<file path="src/sv/assert_macros.svh">
// Assertion macros shared by the delayed coincidence search RTL.
// Expects a clock named aclk and an active-low reset named aresetn in scope.
`ifndef ASSERT_MACROS_SVH
`define ASSERT_MACROS_SVH

// Property checked at every clock edge outside reset.
`define ASSERT_ALWAYS(label, prop, msg) \
    label: assert property (@(posedge aclk) disable iff (!aresetn) (prop)) else $error(msg);

// Consequent checked in the cycle after the antecedent.
`define ASSERT_NEXT(label, ante, cons, msg) \
    label: assert property (@(posedge aclk) disable iff (!aresetn) (ante) |=> (cons)) \
        else $error(msg);

`endif

</file>
<file path="src/sv/dcs_ram.sv">
// Generic single-write, single-read RAM with registered read data.
// No dependencies.
`timescale 1ns / 1ps

module dcs_ram #(
    parameter int WIDTH = 8,
    parameter int DEPTH = 64
) (
    input  logic                     aclk,
    input  logic                     wr_en,
    input  logic [$clog2(DEPTH)-1:0] wr_addr,
    input  logic [WIDTH-1:0]         wr_data,
    input  logic                     rd_en,
    input  logic [$clog2(DEPTH)-1:0] rd_addr,
    output logic [WIDTH-1:0]         rd_data
);

    logic [WIDTH-1:0] mem [DEPTH];
    logic [WIDTH-1:0] rd_data_reg;

    always_ff @(posedge aclk) begin
        if (wr_en) begin
            mem[wr_addr] <= wr_data;
        end
        if (rd_en) begin
            rd_data_reg <= mem[rd_addr];
        end
    end

    assign rd_data = rd_data_reg;

endmodule

</file>
<file path="config.mk">
export PLATFORM = sky130hd
export DESIGN_NAME = dcs_ram
export DESIGN_NICKNAME = d
export VERILOG_FILES = /design/src/sv/assert_macros.svh /design/src/sv/dcs_ram.sv
export SDC_FILE = /design/constraint.sdc
export NUM_CORES = 1
export LEC_CHECK = 0
export BUFFER_PORTS_ARGS = -buffer_cell sky130_fd_sc_hd__clkbuf_2
export CAP_MARGIN = 20
export CORE_MARGIN = 2
export CORE_UTILIZATION = 32
export CTS_BUF_LIST = sky130_fd_sc_hd__clkbuf_4 sky130_fd_sc_hd__clkbuf_8
export DETAILED_ROUTE_END_ITERATION = 12
export SLEW_MARGIN = 20
export SYNTH_ARGS = -nofsm -noshare
export SYNTH_HDL_FRONTEND = slang
export SYNTH_SLANG_ARGS = --single-unit
export TNS_END_PERCENT = 5
</file>
<file path="constraint.sdc">
create_clock -name aclk -period 5.8 [get_ports aclk]
set_input_delay 0.29 -clock aclk [delete_from_list [all_inputs] [get_ports aclk]]
set_output_delay 0.29 -clock aclk [all_outputs]
set_load 0.05 [all_outputs]
</file>
==> metrics.md <==
| Metric | Value |
|---|---|
| Cell Area, Synth | `20200 sq um` |
| Post-synth EDFFs | `520` |
| Share of cells above drive strength 1 | `between 20% and 30%` |
| F_max | `just under 0.4 GHz` |
| RePlAce Congestion | `0.755` |
| Worst Path Class, Setup | `in2reg` |
| Synth top cells by count | `520 x edfxtp_1, 126 x mux4_2, 83 x nor2_1` |
| # Max-Cap Violations | `0` |
| Max incr delay on CP | `just over 0.7 ns` |
| Top FF cell, synth | `edfxtp_1` |
| Worst path arrival time | `approximately 3 ns` |
| Post-CTS sizing | `0` |
| Worst skew pair latency | `just over 0.6 ns` |
| Pre-CTS setup slack | `around 2.5 ns` |
| Reg clk slew, reported paths | `about 0.060 ns` |
| H-tree depth | `3` |
| Largest family of logic cells by synthesized area | `multiplexers` |
| Avg Vias per Cell | `~5.0` |
| Synthesized area per cell | `around 22 sq um` |
| Die Ht | `256 microns` |
| Share of the synthesized area in the top cell type | `between 70 and 80%` |
| Residual DRC | `0` |
| CP Capture Type | `flip-flop` |
| Clk buf depth | `3` |
| Total Neg Setup Slack | `0 ns` |
| Met2 Use GR | `roughly 22%` |
| Post-synthesis register bit count | `520` |
| Hold-fix buffers, CTS | `0` |
| Adder-Cell Fraction of Synth Area | `0%` |
| Fin. Hold Viols | `0` |
| Layout area overhead | `13.0%` |
| Area leader, netlist | `edfxtp_1` |
| Largest net degree at the start of global routing | `about 70` |
| Setup slack after layout | `3.21 ns` |
| Post-synthesis mux area share | `about 16%` |
| Iter 0 DRT Violations | `~770` |
| Count leader, synth | `edfxtp_1` |
| CP Cell Sequence | `clkbuf_8, buf_4, mux4_2, mux2_2, o221a_2, nor3_1, o32ai_1` |
| CP Buf/Inv Count | `2` |
| Initial Utilization | `about 32%` |
| Vias in the first global route | `~10000` |
| CP max stage cell | `buf_4` |
| Critical Path RT | `6.16 ns` |
| Largest register FFs | `between 500 and 600` |
| Clock tree root buffer cell | `clkbuf_8` |
| Port buffer count | `30` |
| Pwr dens | `between 300 and 400 nW/um^2` |
| GRT Max-Usage Layer | `met2` |
| Final setup viols | `0` |
| Sink Count | `520` |
| FP Rows | `approximately 90` |
| Met3 usage | `2.49%` |
| M1 GR Usage | `18.4%` |
| Synth unique cells | `39` |
| Simple-gate share of the synthesized area | `under 10%` |
| Top-Level Pins | `31` |
| Die area | `~65000 sq um` |
| Critical path startpoint category | `input pin` |
| Maximum vdd drop | `about 130 uV` |
| Compound-Gate Fraction of Synth Area | `approximately 2.1%` |
| Worst Skew | `0.0252 ns` |
| Tot GR Track Use | `~14%` |
| Post-route ant nets | `0` |
| Synth top area cells | `edfxtp_1 77%, mux4_2 14%, nor2_1 1.5%` |
| Slew HR | `between 20% and 30%` |
| Crit path max-delay family | `buffers and inverters` |
| Final global-route overflow total | `0` |
| Mapped Cells | `940` |
| Vias | `between 9000 and 10000` |
| CTS buffer count | `between 70 and 80` |
| RSZ-0062 raised after global routing | `false` |
| R2r setup slk | `3.66 ns` |
| Fin nets | `around 1000` |
| CP max FO | `40` |
| Final Cycle Share | `between 40 and 50%` |
| Total power | `roughly 7.6 mW` |
| Leakage | `~7.0 nW` |
| First-pass GRT wire length | `around 67000 microns` |
| Worst slew pin tran | `between 1 and 1.5 ns` |
| Postcts setup bufs | `0` |
| Routed len/inst | `between 20 and 25 microns` |
| TritonCTS clock tree | `yes` |
| Core area | `roughly 63000 sq um` |
| DP HPWL | `approximately 27000 microns` |
| Fraction of registers with async set/reset | `0%` |
| Initial antenna violation count | `4` |
| Chip width | `256 microns` |
| Routed WL | `roughly 45000 microns` |
| Synth warnings | `0` |
| Post-synthesis sequential area ratio | `roughly 77%` |
| Tmin final | `roughly 2.6 ns` |
| Status | `complete, no violations` |
| Post-Syn Nets | `a little under 1000` |
| Max Slew Vio Count | `0` |
| Hold/Removal Path Class | `in2reg` |
| Synth Area in XOR/XNOR | `0%` |
| First drt pass iteration count | `5` |
layout make-up:
type / instances / area, sq um
fill: 5802 / 40000
timing repair buffer: 47 / 304
tap: 846 / 1060
clock buffer: 99 / 1250
clock inverter: 39 / 328
antenna: 1 / 2.50
multi-input combinational: 369 / 4320
sequential: 520 / 15600
cells by family (layout without fill, tap and decap cells):
kind of cell           after synthesis  in the layout
AND/OR/NAND/NOR                    153            153
AO/OA/AOI/OAI                       54             54
buffers and inverters               51            185
flip-flops                         520            520
other                                0              1
multiplexers                       162            162
placed cells by master, fill, tap and decap left out, drive strengths merged, types with 3 or more instances in the layout:
cell	n
bufinv	6
nor2b	14
nor3	7
nor2	83
mux4	126
a22oi	3
a211oi	4
o2111ai	3
nand2b	7
o22ai	8
a221oi	6
mux2	13
nand2	19
a21oi	3
o221ai	8
buf	19
clkinv	30
clkbuf	127
nand3b	3
o21ai	4
mux2i	23
nand3	13
o2bb2ai	3
edfxtp	520
worst paths after layout:
check | start | endpoint | cells past startpoint
worst max register to register | mem[47][1] | rd_data[1] | 4
worst max-delay path | rd_addr[0] | rd_data[4] | 7
worst min register to register | mem[22][1] | rd_data[1] | 4
worst min-delay path | rd_en | rd_data[0] | 1
power breakdown:
part           switching [mW]  internal, mW
Combinational           0.252         0.138
Clock                    1.37          1.68
Sequential             0.0110          4.17
Total                    1.63          5.99
routing by layer:
metal / up-vias / part of all wire [%] / wire length (microns)
met5: - / 0.075 / 34
met2: 287 / 49 / 22000
li1: 4104 / - / -
met3: 64 / 5.6 / 2530
met1: 5118 / 43 / 19400
met4: 6 / 2.6 / 1190
through the flow:
step / util [%] / hold slack, ns / cell area [sq um] / instances
after global routing: 36.4 / 0.117 / 22900 / 1921
after global placement: 33.9 / 0.776 / 21300 / 1782
after detailed placement: 33.9 / 0.773 / 21300 / 1782
after CTS: 36.4 / 0.0963 / 22900 / 1920
after floorplan: - / 0.389 / 20200 / 940
final: 36.4 / 0.135 / 22900 / 1921
(Power assumes the default switching activity.)
